`src/sv/lfs_pkg.sv`:
```
`timescale 1ns / 1ps

package lfs_pkg;

    // default table shape
    localparam int SLOT_COUNT_DEF    = 512;
    localparam int ELEMENT_WIDTH_DEF = 32;

    // slots searched together by the first level of the free-slot encoder
    localparam int GROUP_W = 64;

    // operation codes
    typedef enum logic {
        OP_ADD    = 1'b0,
        OP_REMOVE = 1'b1
    } t_op;

    // result status codes
    typedef enum logic [1:0] {
        ST_OK         = 2'd0,
        ST_FULL       = 2'd1,
        ST_NOT_IN_USE = 2'd2
    } t_status;

endpackage

```
`src/sv/lfs_pick.sv`:
```
`timescale 1ns / 1ps

// lowest free slot of the used map, two-level search: group, then bit in group
module lfs_pick #(
    parameter int SLOT_COUNT = lfs_pkg::SLOT_COUNT_DEF
) (
    input  logic [SLOT_COUNT-1:0]         i_used,
    output logic                          o_found,
    output logic [$clog2(SLOT_COUNT)-1:0] o_index
);

    localparam int GROUP_W = lfs_pkg::GROUP_W;
    localparam int NG      = (SLOT_COUNT + GROUP_W - 1) / GROUP_W;
    localparam int PAD_W   = NG * GROUP_W;
    localparam int GB      = (NG > 1) ? $clog2(NG) : 1;
    localparam int BB      = $clog2(GROUP_W);
    localparam int IW      = $clog2(SLOT_COUNT);

    logic [PAD_W-1:0]   free_pad;
    logic [GROUP_W-1:0] word [NG];
    logic [NG-1:0]      grp_free;
    logic [NG-1:0]      grp_oh;
    logic [GB-1:0]      grp_idx;
    logic [GROUP_W-1:0] sel_word;
    logic [GROUP_W-1:0] bit_oh;
    logic [BB-1:0]      bit_idx;
    logic [GB+BB-1:0]   full_idx;

    // free map, padding slots count as used
    for (genvar i = 0; i < PAD_W; i++) begin : g_pad
        if (i < SLOT_COUNT) begin : g_real
            assign free_pad[i] = ~i_used[i];
        end else begin : g_fill
            assign free_pad[i] = 1'b0;
        end
    end

    // split into groups, one free flag per group
    for (genvar g = 0; g < NG; g++) begin : g_grp
        assign word[g]     = free_pad[g*GROUP_W +: GROUP_W];
        assign grp_free[g] = |word[g];
    end

    // lowest group with a free slot, as one-hot and as index
    assign grp_oh = grp_free & (~grp_free + NG'(1));

    always_comb begin
        grp_idx  = '0;
        sel_word = '0;
        for (int g = 0; g < NG; g++) begin
            if (grp_oh[g]) begin
                grp_idx  = grp_idx | GB'(g);
                sel_word = sel_word | word[g];
            end
        end
    end

    // lowest free bit inside the chosen group
    assign bit_oh = sel_word & (~sel_word + GROUP_W'(1));

    always_comb begin
        bit_idx = '0;
        for (int i = 0; i < GROUP_W; i++) begin
            if (bit_oh[i]) begin
                bit_idx = bit_idx | BB'(i);
            end
        end
    end

    assign full_idx = {grp_idx, bit_idx};
    assign o_found  = |grp_free;
    assign o_index  = full_idx[IW-1:0];

endmodule

```
`config.mk`:
```
export PLATFORM = sky130hd
export DESIGN_NAME = lfs_pick
export DESIGN_NICKNAME = d
export VERILOG_FILES = /design/src/sv/lfs_pkg.sv /design/src/sv/lfs_pick.sv
export SDC_FILE = /design/constraint.sdc
export NUM_CORES = 1
export LEC_CHECK = 0
export CORE_AREA = 2 2 204 206
export DETAILED_ROUTE_END_ITERATION = 12
export DIE_AREA = 0 0 206 208
export DONT_BUFFER_PORTS = 1
export SYNTH_ARGS = -nofsm -noshare
export SYNTH_HDL_FRONTEND = slang
export SYNTH_SLANG_ARGS = --single-unit
```
`constraint.sdc`:
```
create_clock -name vclk -period 5.8
set_input_delay 1.45 -clock vclk [all_inputs]
set_output_delay 1.45 -clock vclk [all_outputs]
set_load 0.05 [all_outputs]
```
Yosys cells after proc, flatten, opt, wreduce, memory -nomap -nowiden
Cells that the tools add are included.
Widths: inputs -> output; s select.
{"block": "word_totals", "ff_bits": 0, "output_inout_bits": 10, "word_cells": 612}
{"block": "classes", "add_sub_neg": 2, "n_mux": 78, "bitwise": 523, "reduce_logical": 9}
{"cell": "$mux 64", "n": 8}
{"cell": "$not 1->1", "n": 512}
{"cell": "$reduce_or 512->1", "n": 1}
{"cell": "$reduce_or 64->1", "n": 8}
{"cell": "$or 64x64->64", "n": 7}
{"cell": "$mux 6", "n": 32}
{"cell": "$mux 5", "n": 16}
{"cell": "$add 64x1->64 const B", "n": 1}
{"cell": "$and 64x64->64", "n": 1}
{"cell": "$not 64->64", "n": 1}
{"cell": "$mux 4", "n": 8}
{"cell": "$mux 3", "n": 8}
{"cell": "$add 8x1->8 const B", "n": 1}
{"cell": "$and 8x8->8", "n": 1}
{"cell": "$mux 2", "n": 4}
{"cell": "$not 8->8", "n": 1}
{"cell": "$mux 1", "n": 2}

Longest topological paths before layout
Gate-level depths: netlist of the first run.
{"block": "logic_depth", "depth_word": 86, "mapped_depth": 18}

Least setup slack after synthesis of the first run
OpenSTA, ideal clock, no wires.
{"block": "synth_path", "kind": "input-to-output", "startpoint": "input port i_used[18]", "endpoint": "output port o_index[3]", "t_arrival_ns": 4.612, "required_time_ns": 4.350, "setup_slack_ns": -0.262, "path_stages": 15, "n_path_buf": 3, "path_cell_list": "nand4_1 > nor4_2 > nand3_2 > or2_1 > buf_2 > or4b_1 > buf_2 > o221ai_1 > or3_1 > buf_6 > nand2b_2 > o32a_2 > o221ai_1 > a2111oi_2 > nand3_1"}
{"block": "synth_between", "elab_chain_len": 79}
{"element": "start: declaration", "line": "lfs_pick.sv:7", "source": "input logic [SLOT_COUNT-1:0] i_used,"}
{"element": "$not 1->1 *", "line": "lfs_pick.sv:32", "source": "assign free_pad[i] = ~i_used[i];"}
{"element": "$reduce_or 64->1", "line": "lfs_pick.sv:41", "source": "assign grp_free[g] = |word[g];"}
{"element": "$not 8->8", "line": "lfs_pick.sv:45", "source": "assign grp_oh = grp_free & (~grp_free + NG'(1));"}
{"element": "$add 8x1->8", "line": "lfs_pick.sv:45"}
{"element": "$and 8x8->8", "line": "lfs_pick.sv:45"}
{"element": "$mux 64", "line": "lfs_pick.sv:51", "source": "if (grp_oh[g]) begin"}
{"element": "$or 64x64->64", "line": "lfs_pick.sv:53", "source": "sel_word = sel_word | word[g];"}
{"element": "$mux 64", "line": "lfs_pick.sv:51"}
{"element": "[... 11 more ...]"}
{"element": "$mux 64 *", "line": "lfs_pick.sv:51"}
{"element": "$not 64->64", "line": "lfs_pick.sv:59", "source": "assign bit_oh = sel_word & (~sel_word + GROUP_W'(1));"}
{"element": "$add 64x1->64", "line": "lfs_pick.sv:59"}
{"element": "$and 64x64->64 *", "line": "lfs_pick.sv:59"}
{"element": "$mux 4 (8 in series)", "line": "lfs_pick.sv:64", "source": "if (bit_oh[i]) begin"}
{"element": "$mux 5 (16 in series)", "line": "lfs_pick.sv:64"}
{"element": "$mux 6 (31 in series)", "line": "lfs_pick.sv:64"}
{"element": "$mux 6 *", "line": "lfs_pick.sv:64"}
{"element": "end: declaration", "line": "lfs_pick.sv:9", "source": "output logic [$clog2(SLOT_COUNT)-1:0] o_index"}
Every way passes the cells marked *; elsewhere a longest branch is shown, timed or not.

Final worst setup path of the first run
{"block": "layout_path", "startpoint": "input port i_used[302]", "endpoint": "output port o_index[5]"}
{"block": "layout_between", "elab_chain_len": 47}
{"element": "$not 1->1 *", "line": "lfs_pick.sv:32"}
{"element": "$reduce_or 64->1", "line": "lfs_pick.sv:41"}
{"element": "$not 8->8", "line": "lfs_pick.sv:45"}
{"element": "$add 8x1->8", "line": "lfs_pick.sv:45"}
{"element": "$and 8x8->8", "line": "lfs_pick.sv:45"}
{"element": "$mux 64", "line": "lfs_pick.sv:51"}
{"element": "$or 64x64->64", "line": "lfs_pick.sv:53"}
{"element": "$mux 64", "line": "lfs_pick.sv:51"}
{"element": "$or 64x64->64", "line": "lfs_pick.sv:53"}
{"element": "$mux 64", "line": "lfs_pick.sv:51"}
{"element": "$or 64x64->64", "line": "lfs_pick.sv:53"}
{"element": "$mux 64 *", "line": "lfs_pick.sv:51"}
{"element": "$not 64->64", "line": "lfs_pick.sv:59"}
{"element": "$add 64x1->64", "line": "lfs_pick.sv:59"}
{"element": "$and 64x64->64 *", "line": "lfs_pick.sv:59"}
{"element": "$mux 6 (31 in series)", "line": "lfs_pick.sv:64"}
{"element": "$mux 6 *", "line": "lfs_pick.sv:64"}
Marked as above.

==> results of run 1 <==
==> final cells by class <==
class              count  area [µm²]
diodes                 6        15.0
repair buffers       391        3270
fillers             4572       29600
inverters             13        48.8
multi-input cells    915        6940
well taps            532         666
==> stage by stage <==
| step | setup slack [ns] | hold slack [ns] | power [mW] |
|---|---|---|---|
| after floorplan | -0.213 | 3.35 | 0.127 |
| after global placement | -1.46 | 3.65 | 0.280 |
| after detailed placement | -1.46 | 3.65 | 0.278 |
| after CTS | -0.796 | 3.71 | 0.302 |
| after global routing | -1.02 | 3.75 | 0.331 |
| final | -0.958 | 3.68 | 0.319 |
==> tightest hold or removal path: cells and delay by family <==
| kind | cells | cell delay, ns |
|---|---|---|
| and+or+nand+nor | 5 | 0.49 |
| buffers and inverters | 1 | 0.18 |
| AOI/OAI and AO/OA | 1 | 0.11 |
==> where the power goes <==
| part | switching, mW | total (mW) | internal, mW | leakage (nW) |
|---|---|---|---|---|
| clock network | 0 | 0.000000141 | 0.000000141 | 0.0000380 |
| logic | 0.170 | 0.319 | 0.148 | 3.70 |
| registers | 0 | 0 | 0 | 0 |
| total | 0.170 | 0.319 | 0.148 | 3.70 |
==> placed cells by master (no fill, tap or decap), types with 10 or more instances in the layout <==
cell and instances:
a211oi_1 13, a21oi_1 29, buf_12 12, buf_4 342
buf_6 31, inv_1 13, nand2_1 67, nand2b_1 13
nand3_1 29, nand4_1 176, nor2_1 67, nor2_2 10
nor3_1 26, nor3_2 26, nor3_4 10, nor4_1 21
nor4_2 20, o211ai_1 23, o21a_1 37, o21ai_0 63
o21ai_1 12, o221ai_1 17, o221ai_2 12, o22ai_1 19
o31ai_1 31
==> worst max-delay path by stage <==
stage	start	to	slack [ns]
floorplan	i_used[58]	o_index[0]	-0.21
global placement	i_used[178]	o_index[4]	-1.46
detailed placement	i_used[178]	o_index[4]	-1.46
CTS	i_used[109]	o_index[3]	-0.80
global route	i_used[434]	o_index[3]	-1.02
finish	i_used[302]	o_index[5]	-0.96
==> synthesized netlist by cell type, types with 11 or more instances <==
master    number  area share
o21ai_0       78       0.064
o22ai_1       31       0.032
nor2_1        83       0.051
a211oi_1      17       0.021
a21oi_1       33       0.027
inv_1         13      0.0079
nand2b_1      13       0.013
nand3_1       39       0.032
nor4_1        42       0.043
o21a_1        37       0.045
nor3_1        56       0.046
nand2_1       73       0.045
clkbuf_1      12      0.0073
o221ai_1      29       0.041
o211ai_1      23       0.028
o31ai_1       31       0.038
o22a_1        11       0.016
nand4_1      176        0.18
buf_2         18       0.015
==> metal layers <==
metal	vias to the layer above	track usage	routed length [µm]
met5	-	0	53
met4	8	0.157	4630
met3	212	0.138	11500
met2	1051	0.552	34700
met1	5983	0.444	30400
li1	4853	-	-
==> kinds of logic (layout without fill, tap and decap cells) <==
family	Yosys count	in the layout	share of synthesized area
AOI/OAI and AO/OA	364	364	0.427
buffers and inverters	63	404	0.0576
other	0	6	0
and+or+nand+nor	550	551	0.516
==> repair_timing <==
action / CTS / global route
gates resized for setup: 179 / 67
cloned: 2 / 1
pin swaps: 63 / 48
setup endpoints to repair: 6 / 6
setup buffers: 23 / 27
==> results.yml, run 1 <==
drt:
  drt-total-wl_um: 81400
  via_per_inst: 6.52
  drc_errors: 0
  vias: 12107
  drtIter0Drc: 1500
  firstDrtPassIters: 5
  drt-wirelength-per-cell_um: 43.8
  ant_nets: 0
synth:
  syn_area_um2: 6140
  yosysUniqueCellTypes: 78
  avgSynthCellArea_um2: 6.29
  synth_nets: 1489
  ys.warnings.count: 0
  ys_seq_area_frac: 0
  synth_cells: 977
sta:
  grt_setup_unrepaired: "true"
  hold_viol: 0
  fmax_mhz: 148
  fin_ws_ns: -0.958
  slew_headroom: 0.637
  period_minus_slack_ns: 6.76
  tns_ns: -5.31
  drv_slew: 0
  finalSetupViolations: 6
  tightest_slew_ns: 0.541
  post-route-period-util: 1.17
finish:
  ff_latch_area_um2: 0
  synthToLayoutAreaGrowth_pct: 78.2
  postLayoutCoreUtil: 0.270
  final_cells: 1857
  seq_cell_count: 0
  layout-drive-gt1-share: 0.445
  fin_area_um2: 10900
  clock_buffers: 0
  fin_nets: 1833
setup_path:
  slowest_delay_ns: 0.41
  slowest_stage: "nor4_2"
  cp_cell_sequence: "nand4_1 > nor4_2 > buf_4 > and4_4 > nand4_4 > buf_8 > buf_4 > o22a_4 > a21oi_2 > nor3_2 > nand4_4 > nor3_4 > buf_4 > o21ai_2 > nor3_4 > buf_4 > a2111oi_4 > buf_4 > nand3_4 > buf_12"
  crit_fanout: 9
  crit_top_cell: "buf_4"
  critPathKind: "input port to primary output"
  worst_ep_required_time_ns: 4.35
  worstSetupPathDepth: 20
  crit_family: "simple AND/OR/NAND/NOR gates"
  crit_arrival_ns: 5.31
  path_buf_inv: 7
  cp-start-kind: "input port"
  cp-end-kind: "primary output"
grt:
  grt.overflow.total: 0
  grt_pass1_vias: 11957
  antenna_found_initial: 7
  grt_max_degree: 26
  grt_usage: 0.360
  grt_first_pass_wirelength_um: 106000
floorplan:
  fp-row-count: 74
  coreArea_um2: 40600
  die_y_um: 208
  start_util: 0.151
  fp.dieArea_um2: 42800
  io_pins: 522
  die_x_um: 206
place:
  dp.final_hpwl_um: 72700
  place.gp.congestion: 1.12
  port_buffers: 0
  placed_area_um2: 9280
  place_inst: 1804
min_path:
  worstHoldStart: "i_used[333]"
  min_to: "o_index[1]"
  hold_path.class: "input port to primary output"
  whs_path_depth: 7
pwr:
  power_density_nw_per_um2: 29.1
  p_leak_nw: 3.70
  ir_drop_mv: 0.0143
clock_network:
  ctsHoldBuffers: 0
run_status:
  violations: "negative setup slack"
  run_status: "complete, but fails checks"
run:
  cap_viol_max_count: 0
No activity file was read; power rests on OpenSTA's default activity.
==> run 2: changes to the inputs <==
--- a/config.mk
+++ b/config.mk
@@ -5,9 +5,9 @@
 export SDC_FILE = /design/constraint.sdc
 export NUM_CORES = 1
 export LEC_CHECK = 0
-export CORE_AREA = 2 2 204 206
+export CORE_AREA = 2 2 202 204
 export DETAILED_ROUTE_END_ITERATION = 12
-export DIE_AREA = 0 0 206 208
+export DIE_AREA = 0 0 204 206
 export DONT_BUFFER_PORTS = 1
 export SYNTH_ARGS = -nofsm -noshare
 export SYNTH_HDL_FRONTEND = slang
==> run 2 against run 1 <==
The flow still finishes with violations (negative setup slack). Routed wire length fell by 1.1%. Flip-flop and latch count did not move. Highest routed layer unchanged. Core utilization up 0.17 points. Sequential share of layout area did not move. Die area is 1.9% lower.
==> results.yml, run 2 (same netlist as run 1, synthesis figures left out) <==
run_status:
  run_status: "complete, but fails checks"
  violations: "negative setup slack"
min_path:
  min_to: "o_index[4]"
  worstHoldStart: "i_used[49]"
  hold_path.class: "input port to primary output"
  whs_path_depth: 7
sta:
  grt_setup_unrepaired: "true"
  post-route-period-util: 1.18
  fin_ws_ns: -1.07
  hold_viol: 0
  tightest_slew_ns: 0.790
  drv_slew: 0
  finalSetupViolations: 6
  slew_headroom: 0.468
  fmax_mhz: 146
  holdWs_ns: 3.66
  period_minus_slack_ns: 6.87
place:
  port_buffers: 0
  place.gp.congestion: 1.07
  dp.final_hpwl_um: 71700
  place_ws_ns: -1.59
setup_path:
  crit_fanout: 5
  cp-end-kind: "primary output"
  cp-start-kind: "input port"
  worst_ep_required_time_ns: 4.35
  crit_arrival_ns: 5.42
  critPathKind: "input port to primary output"
floorplan:
  fp-row-count: 74
  die_y_um: 206
  fp.dieArea_um2: 42000
  io_pins: 522
  coreArea_um2: 40200
  start_util: 0.153
  die_x_um: 204
finish:
  mostFrequentLayoutCells: "342 x buf_4, 176 x nand4_1, 67 x o21ai_0"
  seq_cell_count: 0
  fillers: 4553
  final_common_cell: "buf_4"
  layout-drive-gt1-share: 0.451
  fin_nets: 1830
  ff_latch_area_um2: 0
  clock_buffers: 0
  postLayoutCoreUtil: 0.272
  synthToLayoutAreaGrowth_pct: 77.7
grt:
  grt_max_degree: 21
  antenna_found_initial: 6
  grt.overflow.total: 0
  grt_pass1_vias: 12063
  grt_first_pass_wirelength_um: 104000
  grt_usage: 0.363
drt:
  firstDrtPassIters: 5
  drt-total-wl_um: 80500
  ant_nets: 0
  drc_errors: 0
  drt-wirelength-per-cell_um: 43.5
  via_per_inst: 6.51
  drtIter0Drc: 1570
  vias: 12043
pwr:
  pwr-share-seq: 0
  switching_share: 0.545
  p_clk_frac: 0
  power_density_nw_per_um2: 28.3
  internal_power_uw: 141
  switchingPower_uw: 168
  p_comb_frac: 1.000
  ir_drop_mv: 0.0154
  p_leak_nw: 3.67
run:
  cap_viol_max_count: 0
run 2: changes by cell type in the layout (fill, tap and decap cells not counted), moves of 5 or more:
cell and change:
nand2_2 +6, nor3_2 -5, nor2_4 -5, nand2_1 -6
nor2_2 +6, a211oi_2 +5
run 2: power groups by stage:
stage	combinational, mW	sequential (mW)	clock (mW)
after floorplan	0.127	0	0
after global placement	0.263	0	0
after detailed placement	0.262	0	0
after CTS	0.289	0	0
after global routing	0.322	0	0
final	0.309	0	0.0000000475
run 2: how the worst max path moves through the flow:
stage | start | to | slack (ns) | cells past startpoint
6_report | i_used[318] | o_index[5] | -1.07 | 21
5_1_grt | i_used[317] | o_index[5] | -1.14 | 21
4_1_cts | i_used[309] | o_index[0] | -0.82 | 20
3_5_place_dp | i_used[317] | o_index[1] | -1.59 | 20
3_3_place_gp | i_used[317] | o_index[0] | -1.54 | 20
2_1_floorplan | i_used[58] | o_index[0] | -0.21 | 14
run 2: what timing repair did:
| action | CTS | global route |
|---|---|---|
| resized for setup | 179 | 72 |
| gates cloned | 2 | 1 |
| hold buffers | 0 | 0 |
| buffers inserted | 49 | 24 |
| pin swaps | 68 | 51 |
| setup endpoints to repair | 6 | 6 |
run 2: final cells by class:
| type | count | area, µm² | share of cell area |
|---|---|---|---|
| diodes | 3 | 7.51 | 0.000688 |
| inverters | 13 | 48.8 | 0.00447 |
| well taps | 532 | 666 | 0.0610 |
| multi-input cells | 916 | 6990 | 0.641 |
| repair buffers | 387 | 3200 | 0.293 |
run 2: through the flow:
stage / cells / total power, mW / cell area [µm²] / setup TNS [ns]
final: 1851 / 0.309 / 10900 / -5.95
after global routing: 1848 / 0.322 / 10900 / -6.38
after CTS: 1829 / 0.289 / 10400 / -4.62
after detailed placement: 1781 / 0.262 / 9120 / -9.05
after global placement: 1781 / 0.263 / 9120 / -8.78
after floorplan: 977 / 0.127 / 6240 / -0.962
run 2: routing by layer:
metal  track usage  vias up  wire [µm]
li1              -     4847          -
met1         0.439     5855      30100
met2         0.584     1119      35400
met3         0.144      220      11400
met4         0.128        2       3580
met5             0        -         12
run 2: critical path: stages:
cell,delay (ns)
nand4_1,0.45
nor4_2,0.46
buf_4,0.17
nand4_1,0.10
buf_6,0.18
buf_6,0.12
nand3_4,0.09
buf_12,0.15
o22ai_2,0.07
nor3_1,0.15
buf_4,0.19
nand4b_4,0.14
nor4bb_4,0.34
buf_4,0.17
nand4_4,0.14
buf_6,0.18
a311oi_4,0.39
a2111oi_4,0.08
buf_4,0.16
nand3_4,0.06
buf_12,0.14
